File: config.mk
export PLATFORM = sky130hd
export DESIGN_NAME = bfr_queue
export DESIGN_NICKNAME = d
export VERILOG_FILES = /design/src/bfr_pkg.sv /design/src/bfr_queue.sv
export SDC_FILE = /design/constraint.sdc
export NUM_CORES = 1
export LEC_CHECK = 0
export BUFFER_PORTS_ARGS = -buffer_cell sky130_fd_sc_hd__clkbuf_2
export CORE_MARGIN = 2
export CORE_UTILIZATION = 35
export DETAILED_ROUTE_END_ITERATION = 16
export GPL_ROUTABILITY_DRIVEN = 0
export PLACE_DENSITY = 0.57
export SYNTH_ARGS = -nofsm -noshare
export SYNTH_HDL_FRONTEND = slang
export SYNTH_SLANG_ARGS = --single-unit
File: constraint.sdc
create_clock -name clock -period 2.6 [get_ports clock]
set_input_delay 0.13 -clock clock [delete_from_list [all_inputs] [get_ports clock]]
set_output_delay 0.13 -clock clock [all_outputs]
set_load 0.02 [all_outputs]
File: src/bfr_pkg.sv
// ----------------------------------------------------------------------------
// bfr_pkg: shared types and constants of the bitstream field reader
// Field widths, operation and status codes, the command queue entry and the
// back-end state type.
// ----------------------------------------------------------------------------
package bfr_pkg;

   localparam int MODE_W   = 3;
   localparam int BYTE_W   = 8;
   localparam int COUNT_W  = 13;
   localparam int VALUE_W  = 16;
   localparam int STATUS_W = 2;
   localparam int REM_W    = 16;
   localparam int POS_W    = 13;

   // bits needed to hold a field length 0..VALUE_W
   localparam int NBITS_W  = $clog2(VALUE_W + 1);
   // bit offset + field length + rounding up to whole bytes
   localparam int NEED_W   = $clog2(2 * (BYTE_W - 1) + VALUE_W + 1);
   // width in bits of the window over the bytes a field can touch
   localparam int WIN_W    = BYTE_W * ((VALUE_W + 2 * BYTE_W - 2) / BYTE_W);

   localparam int DEF_STORE_BYTES    = 4096;
   localparam int DEF_MAX_FIELD_BITS = 16;
   localparam int QUEUE_DEPTH        = 2;

   typedef enum logic [MODE_W-1:0] {
      MODE_APPEND = 3'd0,
      MODE_READ   = 3'd1,
      MODE_ALIGN  = 3'd2,
      MODE_SKIP   = 3'd3,
      MODE_REWIND = 3'd4,
      MODE_CLEAR  = 3'd5
   } mode_type;

   typedef enum logic [STATUS_W-1:0] {
      ST_OK       = 2'd0,
      ST_UNDERRUN = 2'd1,
      ST_FULL     = 2'd2
   } status_type;

   typedef enum logic {
      BK_IDLE  = 1'b0,
      BK_FETCH = 1'b1
   } bk_state_type;

   typedef struct packed {
      mode_type             mode;
      logic [BYTE_W-1:0]    data_byte;
      logic [COUNT_W-1:0]   count;
      logic [NBITS_W-1:0]   nbits;
      logic                 lsb_first;
   } cmd_type;

   typedef struct packed {
      logic empty;
      logic full;
   } q_stat_type;

endpackage

File: src/bfr_queue.sv
// ----------------------------------------------------------------------------
// bfr_queue: command queue between decode and execution
// Small FIFO of decoded commands; the head stays put until popped.
// ----------------------------------------------------------------------------
module bfr_queue (
   input  logic                  clock,
   input  logic                  reset,
   input  logic                  push,
   input  bfr_pkg::cmd_type      push_entry,
   input  logic                  pop,
   output bfr_pkg::cmd_type      head,
   output bfr_pkg::q_stat_type   q_stat
);

   localparam int QD  = bfr_pkg::QUEUE_DEPTH;
   localparam int PW  = (QD > 1) ? $clog2(QD) : 1;
   localparam int CNW = $clog2(QD + 1);

   bfr_pkg::cmd_type entries_ff [QD];
   logic [PW-1:0]    wptr_ff, wptr_in;
   logic [PW-1:0]    rptr_ff, rptr_in;
   logic [CNW-1:0]   cnt_ff, cnt_in;

   always_comb begin
      wptr_in = wptr_ff;
      rptr_in = rptr_ff;
      cnt_in  = cnt_ff;
      if (push) begin
         wptr_in = (wptr_ff == PW'(QD - 1)) ? '0 : wptr_ff + 1'b1;
      end
      if (pop) begin
         rptr_in = (rptr_ff == PW'(QD - 1)) ? '0 : rptr_ff + 1'b1;
      end
      if (push && !pop) begin
         cnt_in = cnt_ff + 1'b1;
      end else if (pop && !push) begin
         cnt_in = cnt_ff - 1'b1;
      end
   end

   always_ff @(posedge clock) begin
      if (reset) begin
         wptr_ff <= '0;
         rptr_ff <= '0;
         cnt_ff  <= '0;
      end else begin
         wptr_ff <= wptr_in;
         rptr_ff <= rptr_in;
         cnt_ff  <= cnt_in;
      end
   end

   always_ff @(posedge clock) begin
      if (push) begin
         entries_ff[wptr_ff] <= push_entry;
      end
   end

   assign head         = entries_ff[rptr_ff];
   assign q_stat.empty = (cnt_ff == '0);
   assign q_stat.full  = (cnt_ff == CNW'(QD));

endmodule

==> reports/results.ini <==
[sta]
rsz0062_at_grt = no
finalHoldViolCount = 0
min_period_ps = 1888
fin_tns_setup_ps = 0
finalSetupViolations = 0
slew_headroom = 0.4205
finClkSkew_ps = 4.448
post-route-period-util = 0.7262
tightestPinTransition_ps = 867.4
fmax_ghz = 0.5296
slew_viol_final = 0

[place]
dp_hpwl_um = 2642
io_buffers = 65
dp.cells = 256

[detailed_routing]
num_vias = 1332
antenna_left = 0
drc_errors = 0
drtIter0Drc = 67
first_pass_iters = 4
via_per_inst = 4.425
drt_wl_total_um = 4159
wl_per_cell_um = 13.82

[global_routing]
overflow = 0
grt_max_degree = 31
grt_pass1_vias = 1413
antenna_found_initial = 0
grt_pass1_wl_um = 6527
grt_use_total = 0.1202

[final_layout]
fin_util = 0.5093
stdcell_count = 301
layout.nets = 254
drive_gt1_frac = 0.5000
syn_to_final_growth_pct = 38.45
n_antenna_cell = 0

[floorplan]
core_sq_um = 6422
die_h_um = 86.16
die_w_um = 86.16
initial_utilization = 0.3678
die_area_sq_um = 7423
num_rows = 29
ios = 66

[critical_path]
crit_required_ps = 2470
r2r_slack_ps = 1170
worst_r2r_path_depth = 1
cpMaxStageDelayCell = dfxtp_1
r2r_end = entries_ff[0][9]$_DFFE_PP_
criticalPathCategory = flip-flop to primary output
r2r-start = wptr_ff$_SDFFE_PP0P_
crit_buf_inv = 2
worstPathArrival_ps = 1760
path_delay_family = buffers and inverters
critPathMaxStageDelay_ps = 490
end_kind = primary output
path_cells = buf_4, mux2_2, clkbuf_2
crit_fanout = 24
startpoint_type = flip-flop

[min_path]
min_path_cells = 1
min-delay-start = push_entry[6]
min-delay-path-class = input pin to flip-flop
whs_endpoint = entries_ff[0][6]$_DFFE_PP_

[synthesis]
yosys_warnings = 0
synth.ff_latch_count = 65
ys_seq_area_frac = 0.8051
syn_area_sq_um = 2362
netlist_instances = 115
postSynthAreaPerCell_sq_um = 20.54
netlist-cell-type-count = 15
synth_nets = 150

[clock_tree]
ctsHtreeMaxLevel = 3
cts_hold_buf = 29
root_buffer = clkbuf_8
cts_made_buffers = 9
path_clk_slew_ps = 70
clk_latency_ps = 320
cts_resized = 0
cts_max_path_buffers = 2
cts_tree = built
post_cts_buffers = 0
clock_sinks = 65

[run_status]
status = complete, no violations

[power]
ir_drop_mv = 0.4057
p_leak_nw = 1.274
pwr_density_cell_nw_per_um2 = 727.0

[flow_run]
cap_violations = 0

[final cells by class]
cell class              instances  area, sq um
clock inverters                 4        43.79
flip-flops and latches         65         1902
fillers                       554         3152
multi-input cells              46        449.2
well taps                      77        96.34
repair buffers                 96        630.6
clock buffers                  12        145.1
inverters                       1        3.754
[report_power, final]
part           internal (W)  switching, W
registers           0.00122     0.0000225
logic              0.000150      0.000182
clock network      0.000463      0.000342
[synth_stat cells]
| library cell | n | share of area |
|---|---|---|
| nor2b_1 | 1 | 0.0026 |
| xor2_1 | 2 | 0.0074 |
| mux2_2 | 30 | 0.14 |
| xnor2_1 | 2 | 0.0074 |
| inv_1 | 1 | 0.0016 |
| dfxtp_1 | 5 | 0.042 |
| ha_1 | 1 | 0.0053 |
| a21oi_1 | 1 | 0.0021 |
| and2_1 | 1 | 0.0026 |
| or3_1 | 1 | 0.0026 |
| and2b_2 | 1 | 0.0037 |
| buf_2 | 3 | 0.0064 |
| o21ai_0 | 1 | 0.0021 |
| nor2_1 | 5 | 0.0079 |
| edfxtp_1 | 60 | 0.76 |
[kinds of logic after synthesis]
group	share of synthesized area
compound gates	0.004233
buf+inv	0.007942
flops	0.8051
fa+ha+maj	0.005296
simple gates	0.01960
xor+xnor	0.01483
mux	0.1430
[flip-flops by register name, indices dropped and copies added, names as in the netlist, named ones only]
register / count
entries_ff: 60
wptr_ff: 1
rptr_ff: 1
cnt_ff: 2
[routing by layer]
metal	up-vias	wire, um	global-route usage
met5	-	0	0
met4	0	19	0.05339
met3	2	225	0.05390
met2	39	2087	0.1910
met1	642	1826	0.1404
li1	649	-	-
[through the flow]
step | power, W | area (sq um) | setup WS [ps] | hold WS, ps
final | 0.002378 | 3271 | 711.8 | 29.86
after global routing | 0.002491 | 3271 | 560.4 | 10.00
after CTS | 0.002416 | 3271 | 657.8 | 7.409
after detailed placement | 0.001565 | 2791 | 1034 | 325.3
after global placement | 0.001558 | 2791 | 1071 | 321.2
after floorplan | 0.001450 | 2362 | 499.7 | 199.1
[cells in the final DEF (no fill, tap or decap), drive strengths merged]
master       count
buf              2
inv              1
mux2            30
dlygate4sd3     29
edfxtp          60
or3              1
clkbuf          77
xnor2            2
ha               1
a21oi            1
xor2             2
nor2             5
clkinv           3
and2b            1
and2             1
o21ai            1
bufinv           1
nor2b            1
dfxtp            5
[worst max-delay path by stage]
stage	end	slack [ps]	cells past startpoint	startpoint
floorplan	entries_ff[0][0]$_DFFE_PP_	500	1	wptr_ff$_SDFFE_PP0P_
global route	head[6]	560	3	flip-flop
global placement	head[27]	1070	3	flip-flop
detailed placement	head[6]	1030	3	flip-flop
finish	head[27]	710	3	flip-flop
CTS	head[6]	660	3	flip-flop
(Power assumes the default switching activity.)
