File: src/bfr_pkg.sv
// ----------------------------------------------------------------------------
// bfr_pkg: shared types and constants of the bitstream field reader
// Field widths, operation and status codes, the command queue entry and the
// back-end state type.
// ----------------------------------------------------------------------------
package bfr_pkg;

   localparam int MODE_W   = 3;
   localparam int BYTE_W   = 8;
   localparam int COUNT_W  = 13;
   localparam int VALUE_W  = 16;
   localparam int STATUS_W = 2;
   localparam int REM_W    = 16;
   localparam int POS_W    = 13;

   // bits needed to hold a field length 0..VALUE_W
   localparam int NBITS_W  = $clog2(VALUE_W + 1);
   // bit offset + field length + rounding up to whole bytes
   localparam int NEED_W   = $clog2(2 * (BYTE_W - 1) + VALUE_W + 1);
   // width in bits of the window over the bytes a field can touch
   localparam int WIN_W    = BYTE_W * ((VALUE_W + 2 * BYTE_W - 2) / BYTE_W);

   localparam int DEF_STORE_BYTES    = 4096;
   localparam int DEF_MAX_FIELD_BITS = 16;
   localparam int QUEUE_DEPTH        = 2;

   typedef enum logic [MODE_W-1:0] {
      MODE_APPEND = 3'd0,
      MODE_READ   = 3'd1,
      MODE_ALIGN  = 3'd2,
      MODE_SKIP   = 3'd3,
      MODE_REWIND = 3'd4,
      MODE_CLEAR  = 3'd5
   } mode_type;

   typedef enum logic [STATUS_W-1:0] {
      ST_OK       = 2'd0,
      ST_UNDERRUN = 2'd1,
      ST_FULL     = 2'd2
   } status_type;

   typedef enum logic {
      BK_IDLE  = 1'b0,
      BK_FETCH = 1'b1
   } bk_state_type;

   typedef struct packed {
      mode_type             mode;
      logic [BYTE_W-1:0]    data_byte;
      logic [COUNT_W-1:0]   count;
      logic [NBITS_W-1:0]   nbits;
      logic                 lsb_first;
   } cmd_type;

   typedef struct packed {
      logic empty;
      logic full;
   } q_stat_type;

endpackage

File: src/bfr_ifs.sv
// ----------------------------------------------------------------------------
// bfr_ifs: request and response channels of the bitstream field reader
// Valid/ready channels; a transaction completes when valid and ready are high.
// ----------------------------------------------------------------------------
interface bfr_req_if;
   logic                          valid;
   logic                          ready;
   logic [bfr_pkg::MODE_W-1:0]    mode;
   logic [bfr_pkg::BYTE_W-1:0]    data_byte;
   logic [bfr_pkg::COUNT_W-1:0]   count;
   logic                          lsb_first;

   modport source (output valid, output mode, output data_byte, output count,
                   output lsb_first, input ready);
   modport sink   (input valid, input mode, input data_byte, input count,
                   input lsb_first, output ready);
endinterface


File: src/bfr_front.sv
// ----------------------------------------------------------------------------
// bfr_front: request decode
// Takes request transactions while the queue has room, decodes the operation
// and clamps the field length.
// ----------------------------------------------------------------------------
module bfr_front #(
   parameter int MAX_FIELD_BITS = bfr_pkg::DEF_MAX_FIELD_BITS
) (
   bfr_req_if.sink               req_bus,
   input  bfr_pkg::q_stat_type   q_stat,
   output logic                  push,
   output bfr_pkg::cmd_type      push_entry
);

   logic [bfr_pkg::NBITS_W-1:0] nbits;

   always_comb begin
      if (req_bus.count > bfr_pkg::COUNT_W'(MAX_FIELD_BITS)) begin
         nbits = bfr_pkg::NBITS_W'(MAX_FIELD_BITS);
      end else begin
         nbits = req_bus.count[bfr_pkg::NBITS_W-1:0];
      end
   end

   assign req_bus.ready = !q_stat.full;
   assign push          = req_bus.valid && !q_stat.full;

   assign push_entry.mode      = bfr_pkg::mode_type'(req_bus.mode);
   assign push_entry.data_byte = req_bus.data_byte;
   assign push_entry.count     = req_bus.count;
   assign push_entry.nbits     = nbits;
   assign push_entry.lsb_first = req_bus.lsb_first;

endmodule

File: src/flat_wrapper.sv
// flat-port wrapper written by rule: the top's interface ports become plain ports
module bfr_front_flat 
#(
   parameter int MAX_FIELD_BITS = bfr_pkg::DEF_MAX_FIELD_BITS
)
  (q_stat, push, push_entry, req_bus_valid, req_bus_mode, req_bus_data_byte, req_bus_count, req_bus_lsb_first, req_bus_ready);
  bfr_req_if req_bus_i ();
  input  bfr_pkg::q_stat_type q_stat;
  output logic push;
  output bfr_pkg::cmd_type push_entry;
  input wire logic [$bits(req_bus_i.valid)-1:0] req_bus_valid;
  input wire logic [$bits(req_bus_i.mode)-1:0] req_bus_mode;
  input wire logic [$bits(req_bus_i.data_byte)-1:0] req_bus_data_byte;
  input wire logic [$bits(req_bus_i.count)-1:0] req_bus_count;
  input wire logic [$bits(req_bus_i.lsb_first)-1:0] req_bus_lsb_first;
  output wire logic [$bits(req_bus_i.ready)-1:0] req_bus_ready;
  assign req_bus_i.valid = req_bus_valid;
  assign req_bus_i.mode = req_bus_mode;
  assign req_bus_i.data_byte = req_bus_data_byte;
  assign req_bus_i.count = req_bus_count;
  assign req_bus_i.lsb_first = req_bus_lsb_first;
  assign req_bus_ready = req_bus_i.ready;
  bfr_front #(.MAX_FIELD_BITS(MAX_FIELD_BITS)) u_core (.req_bus(req_bus_i), .q_stat(q_stat), .push(push), .push_entry(push_entry));
endmodule
File: config.mk
export PLATFORM = sky130hd
export DESIGN_NAME = bfr_front_flat
export DESIGN_NICKNAME = d
export VERILOG_FILES = /design/src/bfr_pkg.sv /design/src/bfr_ifs.sv /design/src/bfr_front.sv /design/src/flat_wrapper.sv
export SDC_FILE = /design/constraint.sdc
export NUM_CORES = 1
export LEC_CHECK = 0
export BUFFER_PORTS_ARGS = -buffer_cell sky130_fd_sc_hd__buf_2
export CAP_MARGIN = 20
export CORE_AREA = 2 2 39 41
export DETAILED_ROUTE_END_ITERATION = 6
export DIE_AREA = 0 0 41 43
export GPL_ROUTABILITY_DRIVEN = 0
export GPL_TIMING_DRIVEN = 0
export PLACE_DENSITY_LB_ADDON = 0.1
export REMOVE_ABC_BUFFERS = 1
export SLEW_MARGIN = 10
export SYNTH_ARGS = -nofsm -noshare
export SYNTH_HDL_FRONTEND = slang
export SYNTH_SLANG_ARGS = --single-unit
File: constraint.sdc
create_clock -name vclk -period 4.4
set_input_delay 0.88 -clock vclk [all_inputs]
set_output_delay 0.88 -clock vclk [all_outputs]
set_load 0.02 [all_outputs]
==> out/metrics.cfg <==
[synthesis]
ys_types = 6
compound_cell_area_share_of_the_yosys_netlist_pct = 0
mappedNetlistArea_um2 = 267
synth_top_family_by_area = buffers and inverters
ys_seq_area_share_pct = 0
synth.mux.area_fraction_pct = 0
synthCells = 38
synth_fa_ha_area_share_pct = 0
post_synth_main_area_contributors = buf_4 (70%), nor4_1 (9.4%), or4_4 (8.5%)
synthXorXnorAreaFrac_pct = 0
synth-simple-area-share_pct = 22.5
synthesis.yosys.warnings = 0
synth_top_cell_by_area = buf_4
avgSynthCellArea_um2 = 7.01
synth_largest_type_area_fraction_pct = 70.4

[setup_path]
timing.critical_path.from_type = primary input
worstSetupPathType = in2out
crit_fanout = 5
crit_path_end_kind = primary output
cp.arrival_ps = 2060
cp_data_required_time_ps = 3520

[final_layout]
multi_input_comb_area_um2 = 60.1
area.sequential_um2 = 0
layout.sequential_cells = 0
final_common_cell = buf_2
layout-drive-gt1-share_pct = 77.1
clock_buffers = 0
finalNetCount = 78
cell_count_final_fillers_out = 64
antenna_cells = 0
syn_to_final_growth_pct = 2.82
most-common-layout-cells = buf_2 (35), inv_1 (5), nor4_1 (4)
fill_cells = 164
finish.utilization_pct = 19.8

[placement]
post-place-cells = 64
io_buffer_count = 35

[worst_hold_path]
capture_endpoint_of_the_worst_hold_path = push_entry[19]
min-delay-path-class = in2out
timing.hold.worst.start = req_bus_data_byte[0]
whs_path_depth = 0

[timing]
grt_setup_unrepaired = no
setup_viol = 0
timing_hold_violations_final = 0
final.setup.tns_ps = 0
worst-slew-pin-transition_ps = 243
period_minus_slack_ps = 2940
timing_max_transition_violations_final = 0
slew_headroom_pct = 83.6
achievable-frequency_mhz = 340
period_share_pct = 66.9

[routing]
via_per_inst = 4.06
first_iter_violations = 0
detail_route.wl_per_cell_um = 11.5
num_vias = 260
detailedRoute.firstPassIterationCount = 1
post_route_ant_nets = 0
detail_route.drc_violations = 0
postRouteWirelength_um = 739

[power_and_ir_drop]
post-layout-total-power_mw = 0.0273
cellPowerDensity_nw_per_um2 = 99.5
leakage_power_figure_nw = 0.178
ir_drop_v = 0.0000225

[grt]
grt_util_all_layers_pct = 7.09
grt_overflow_total = 0
maximum_number_of_pins_on_one_net_before_global_route_repair = 7
grt_pass1_vias = 207
number_of_antenna_violations_at_the_first_check_in_global_routing = 0
grt_first_pass_wirelength_um = 883

[clock_tree]
cts-resized-gates = 0
postCtsSetupBuffers = 0
postCtsHoldBufs = 0

[die]
dieArea_um2 = 1760
floorplan.initialDensity_pct = 19.3
num_rows = 14
io_pins = 60
fp.coreArea_um2 = 1380
die_height_um = 43
dieWidth_um = 41

[flow_run]
max-cap-violations = 0

[run_status]
run_status = completed

[stage by stage]
stage	area (µm²)	worst slack, ps	hold WS (ps)
6_report	274	1460	1760
5_1_grt	274	1430	1760
4_1_cts	274	1450	1760
3_5_place_dp	274	1450	1760
3_3_place_gp	274	1450	1760
2_1_floorplan	78.8	1400	1760
[cell type report]
cell class                      instances  share of cell area [%]
Timing Repair Buffer                   35                    63.9
Inverter                                5                    6.85
Tap cell                               16                    7.31
Multi-Input combinational cell          8                    21.9
[worst max-delay path, cell delays in order]
cell   delay, ps
buf_2        100
or4_4        560
or3_1        350
buf_2        160
[logic make-up after synthesis]
group | count (synthesis)
buffers and inverters | 30
and+or+nand+nor | 8
[how the worst max path moves through the flow]
stage / slack [ps] / endpoint / startpoint
final: 1460 / push_entry[5] / req_bus_count[10]
after global routing: 1430 / push_entry[5] / req_bus_count[10]
after CTS: 1450 / push_entry[5] / req_bus_count[10]
after detailed placement: 1450 / push_entry[5] / req_bus_count[10]
after global placement: 1450 / push_entry[5] / req_bus_count[10]
after floorplan: 1400 / push_entry[1] / req_bus_count[10]
[where the power goes]
group	total, mW	switching [mW]	internal, mW	leakage [nW]
sequential	0	0	0	0
combinational	0.0273	0.0164	0.0108	0.178
clock	0	0	0	0
total	0.0273	0.0164	0.0108	0.178
[synth_stat cells]
cell / number
buf_4: 25
inv_1: 5
nor2b_1: 1
nor4_1: 4
or3_1: 1
or4_4: 2
[layer usage]
metal	vias to the layer above	part of all wire (%)	wire, µm	GRT usage [%]
li1	118	-	-	-
met1	91	36	264	7.59
met2	51	32	236	8.75
met3	0	32	237	9.95
met4	0	0	0	0
met5	-	0	0	0
Power figures use the tool's default switching activity.
